`src/hdl/abst_pkg.sv`:
```
// Shared types and constants for the array binary search tree core.
// Holds result status codes and the command/status structs that join
// the controller and the datapath. No dependencies.
`timescale 1ns / 1ps
`default_nettype none

package abst_pkg;

    // Field widths
    localparam int KEY_W       = 32;
    localparam int SLOT_W      = 10;
    localparam int STATUS_W    = 3;
    localparam int IN_TDATA_W  = 32;
    localparam int OUT_TDATA_W = 16;

    // Action codes (input tuser)
    localparam logic ACT_INSERT = 1'b0;
    localparam logic ACT_FIND   = 1'b1;

    // Result status codes (output tuser)
    typedef enum logic [STATUS_W-1:0] {
        STS_INSERTED  = 3'd0,
        STS_DUPLICATE = 3'd1,
        STS_FULL      = 3'd2,
        STS_ZERO      = 3'd3,
        STS_FOUND     = 3'd4,
        STS_NOTFOUND  = 3'd5
    } t_status;

    // Commands from the controller to the datapath
    typedef struct packed {
        logic clear;     // write zero at the clear counter and advance it
        logic start;     // capture the input item, read the root slot
        logic step;      // compare one tree level, read the next slot
        logic out_load;  // move the finished result into the output register
    } t_dp_cmd;

    // Status from the datapath to the controller
    typedef struct packed {
        logic clr_done;   // clear counter sits on the last slot
        logic zero_key;   // incoming key is the reserved empty value
        logic walk_done;  // current level ends the walk
        logic out_free;   // output register can take a result this cycle
    } t_dp_sts;

endpackage

`default_nettype wire

```
`src/hdl/abst_ctrl.sv`:
```
// Controller for the array binary search tree core.
// One-hot state machine issuing t_dp_cmd to abst_dp; uses abst_pkg.
`timescale 1ns / 1ps
`default_nettype none

module abst_ctrl (
    input  wire              i_clk,
    input  wire              i_rst_n,
    input  wire              i_in_valid,
    output logic             o_in_ready,
    input  abst_pkg::t_dp_sts i_sts,
    output abst_pkg::t_dp_cmd o_cmd
);
    import abst_pkg::*;

    typedef enum logic [3:0] {
        S_CLEAR  = 4'b0001,
        S_IDLE   = 4'b0010,
        S_LOOK   = 4'b0100,
        S_RESULT = 4'b1000
    } t_state;

    t_state r_state;
    t_state n_state;

    // Next state and command decode
    always_comb begin
        n_state    = r_state;
        o_cmd      = '0;
        o_in_ready = 1'b0;
        case (r_state)
            S_CLEAR: begin
                o_cmd.clear = 1'b1;
                if (i_sts.clr_done) begin
                    n_state = S_IDLE;
                end
            end
            S_IDLE: begin
                o_in_ready = 1'b1;
                if (i_in_valid) begin
                    o_cmd.start = 1'b1;
                    n_state     = i_sts.zero_key ? S_RESULT : S_LOOK;
                end
            end
            S_LOOK: begin
                o_cmd.step = 1'b1;
                if (i_sts.walk_done) begin
                    n_state = S_RESULT;
                end
            end
            S_RESULT: begin
                if (i_sts.out_free) begin
                    o_cmd.out_load = 1'b1;
                    n_state        = S_IDLE;
                end
            end
            default: begin
                n_state = S_CLEAR;
            end
        endcase
    end

    // State register
    always_ff @(posedge i_clk) begin
        if (!i_rst_n) begin
            r_state <= S_CLEAR;
        end else begin
            r_state <= n_state;
        end
    end

endmodule

`default_nettype wire

```
`config.mk`:
```
export PLATFORM = sky130hd
export DESIGN_NAME = abst_ctrl
export DESIGN_NICKNAME = d
export VERILOG_FILES = /design/src/hdl/abst_pkg.sv /design/src/hdl/abst_ctrl.sv
export SDC_FILE = /design/constraint.sdc
export NUM_CORES = 1
export LEC_CHECK = 0
export BUFFER_PORTS_ARGS = -buffer_cell sky130_fd_sc_hd__buf_4
export CAP_MARGIN = 20
export CORE_AREA = 2 2 39 41
export DETAILED_ROUTE_END_ITERATION = 8
export DIE_AREA = 0 0 41 43
export PLACE_DENSITY = 0.53
export SYNTH_ARGS = -nofsm -noshare
export SYNTH_HDL_FRONTEND = slang
export SYNTH_SLANG_ARGS = --single-unit
```
`constraint.sdc`:
```
create_clock -name i_clk -period 3.31 [get_ports i_clk]
set_clock_uncertainty 0.05 [all_clocks]
set_input_delay 0 -clock i_clk [delete_from_list [all_inputs] [get_ports i_clk]]
set_output_delay 0 -clock i_clk [all_outputs]
set_load 0.02 [all_outputs]
```
* Word level (Yosys, flattened, before mapping) *
Cells that the tools add are included.
Widths: inputs -> output; s select.

cells by class
  reductions and logical operators = 1
  equality and inequality tests = 8
  muxes and demuxes = 13

operators by type and width
  kind                number
  $mux 4              5
  $pmux 4 s4          1
  $ne 2x2->1 const B  4
  $mux 1              7
  $eq 4x1->1 const B  1
  $eq 4x2->1 const B  1
  $eq 4x3->1 const B  1
  $eq 4x4->1 const B  1
  $reduce_and 4->1    1

word-level totals
  input port bits = 7
  output and inout port bits = 5
  flip-flop bits (word level) = 4

* Longest topological paths before layout *
  word-level depth = 3
  gate-level depth with buffers = 5
  gate-level depth less buffers = 4

* Worst setup path before layout *
OpenSTA, ideal clock, no wires.

  path type = register to output
  start = register r_state[2]
  end = output port o_cmd[1] (netlist name)
  slack = 2.046 ns
  data required time = 3.260 ns
  arrival time = 1.214 ns
  stages on the path, launching flop included = 4
  buffers on the path = 1
  path through = dfxtp_1 -> buf_6 -> inv_1 -> nor4_1

RTL lines
  item                    line             text
  start, declared         abst_ctrl.sv:23  t_state r_state;
  start signal, assigned  abst_ctrl.sv:68  r_state <= n_state;
  end, declared           abst_ctrl.sv:12  output abst_pkg::t_dp_cmd o_cmd

* Worst setup path in the final report *
  start = register r_state[3]
  end = register r_state[3]

between the ends
  longest elaborated chain between the ends = 3
  elaborated cells between the ends (all ways) = 10

RTL lines
  item                                line             text
  $eq 4x1->1 (tied with other cells)  abst_ctrl.sv:31  case (r_state)
  $ne 2x2->1 (no line)                -
  $reduce_and 4->1 (no line)          -

Several ways; a longest one is shown, not always the timed one.
A chain may end at the register's enable or synchronous reset.

==> results.toml <==
[sta]
rsz0062_at_grt = "false"
slew_viol_final = 0
post-route-period-util_pct = 49.0
final.setup.worst_slack_ns = 1.69
final-setup-viol-count = 0
finalSetupTns_ns = 0
hold_violations = 0
period_minus_slack_ns = 1.62
tightest_slew_ns = 0.622
relSlewSlack_pct = 58.5
max_freq_ghz = 0.617

[floorplan]
die_width_um = 41
initial_core_util_pct = 29.0
die_h_um = 43
rows = 14
coreArea_sq_um = 1380
die_area_sq_um = 1760
design.portCount = 12

[layout]
top_register = "r_state"
drive_gt1_share_pct = 41.5
multi_input_area_sq_um = 277
area_growth_pct = 23.4
nets = 62
antenna_cells = 0
largest_reg_flops = 4
stdcell_area_sq_um = 495
seq_area_sq_um = 80.1
top_regs = "r_state x4"
fillers = 160

[clock_tree]
ctsHoldBuffers = 1
h-tree-depth = 1
path_clk_slew_ns = 0.04
clock_latency_ns = 0.23
cts-root-buf = "clkbuf_4"
cts_inserted_buffers = 3
clk_path_buf_depth = 2
cts_sinks = 4
post_cts_buffers = 0
cts_tree = "done"
cts_resized = 0

[synth]
synth_compound_area_share_pct = 13.7
synth_top_family_by_area = "simple AND/OR/NAND/NOR gates"
synth_xor_area_share_pct = 4.36
ys_ff_latch = 4
synth.net_count = 49
synth_mux_area_share_pct = 7.48
synth_cells = 42
synth.distinct_cells = 21
yosysSeqAreaShare_pct = 19.9
synthAdderAreaFrac_pct = 0
synth.avg_cell_area_sq_um = 9.56
yosys_warnings = 0
synth_area_sq_um = 402
yosys.area_share.simple_pct = 43.3

[setup_path]
r2r_start = "r_state[3]"
worstPathArrival_ns = 1.73
worst-path-buf-inv = 0
crit_family = "flip-flops"
cp-end-kind = "flip-flop"
crit_type = "flip-flop to flip-flop"
crit_fanout = 12
cp-start-kind = "flip-flop"
cp-startpoint = "r_state[3]"
r2r_slack_ns = 1.69
worstPathRequired_ns = 3.42
crit_chain = "nor3b_2 -> a21oi_1 -> o31ai_4 -> mux2i_1"
slowest_delay_ns = 0.63
cpMaxStageDelayCell = "dfxtp_1"

[power_and_ir_drop]
power_leakage_nw = 0.199
p_per_area_nw_per_um2 = 452
ir_drop_mv = 0.175
finalPower_mw = 0.224

[grt]
grt_max_degree = 13
grt_pass1_wl_mm = 1.29
grt_pass1_vias = 313
track_usage_pct = 10.6
overflow = 0
antenna_found_initial = 0

[worst_hold_path]
hp-start = "i_sts[2]"
holdCritPathClass = "primary input to flip-flop"

[routing]
dr_total_vias = 330
drt_pre_antenna_iters = 4
wl_um = 761
wl_per_cell_um = 11.0
drc = 0
via_per_inst = 4.78
drtAntennaViolNets = 0
drt_iter0_drc = 3

[place]
gp_congestion = 0.715
dp_hpwl_um = 566
post_dp_cell_area_sq_um = 463
dpl_worst_slack_ns = 1.70
port_buffers = 11

[job]
cap_violations = 0

[outcome]
status = "completed"
==> final cells by class <==
class	count	area share, %
Multi-Input combinational cell	33	55.8
Timing Repair Buffer	12	18.7
Sequential cell	4	16.2
Clock buffer	3	4.55
Tap cell	16	4.04
Inverter	1	0.758
==> cell families after synthesis <==
logic type      after synthesis
simple gates                 21
buf+inv                       5
mux                           3
compound gates                7
flops                         4
xor+xnor                      2
==> worst register-to-register path: cells and delay by family, from the launching register on <==
| family | cells | cell delay [ns] |
|---|---|---|
| multiplexers | 1 | 0.22 |
| AO/OA/AOI/OAI | 2 | 0.39 |
| flip-flops | 1 | 0.63 |
| AND/OR/NAND/NOR | 1 | 0.25 |
==> layout by cell type, fill, tap and decap left out, drive strengths merged, types with 2 or more instances in the layout <==
cell	synthesis	routed
dfxtp	4	4
nand2	5	5
xor2	2	2
mux2i	3	3
clkbuf	0	3
nor4b	2	2
nand3	2	2
o21ai	5	5
nor3b	3	3
buf	4	11
nand3b	2	2
nor2	4	4
==> power breakdown <==
group | total [mW] | internal (mW) | switching, mW
registers | 0.0783 | 0.0547 | 0.0236
logic | 0.0848 | 0.0492 | 0.0356
clock network | 0.0607 | 0.0406 | 0.0201
==> Yosys cell counts <==
master	number	share of area, %
nor4b_4	2	12
o31ai_4	1	5.3
nor3b_4	1	4.7
and4b_2	1	2.8
a21oi_1	1	1.2
o21ai_2	1	2.2
nand2_1	5	4.7
o21ai_1	2	2.5
inv_1	1	0.93
dfxtp_1	4	20
xor2_1	2	4.4
nand3_1	2	2.5
o21ai_0	2	2.5
nor2_1	4	3.7
nor4_1	1	1.6
nor3b_2	2	6.2
buf_4	1	1.9
buf_6	3	8.4
nand3b_1	2	3.7
and2_1	1	1.6
mux2i_1	3	7.5
==> routing by layer <==
layer / part of all wire [%] / track usage, % / routed length (um) / vias to the layer above
li1: - / - / - / 170
met2: 50 / 15.3 / 378 / 5
met3: 3.0 / 0 / 23 / 0
met1: 47 / 14.5 / 359 / 155
met4: 0 / 8.00 / 0 / 0
met5: 0 / 0 / 0 / -
==> stage by stage <==
stage	utilization [%]	instances	hold slack, ns
final	35.8	69	0.0183
after global routing	35.8	69	0.0269
after CTS	35.8	69	0.0179
after detailed placement	33.5	65	0.173
after global placement	33.5	65	0.172
after floorplan	-	42	0.0119
==> path summary, 6_finish.rpt <==
kind,endpoint,cells past startpoint
max,r_state[3],4
min,r_state[2],3
max reg2reg,r_state[3],4
min reg2reg,r_state[1],2
No activity file was read; power rests on OpenSTA's default activity.
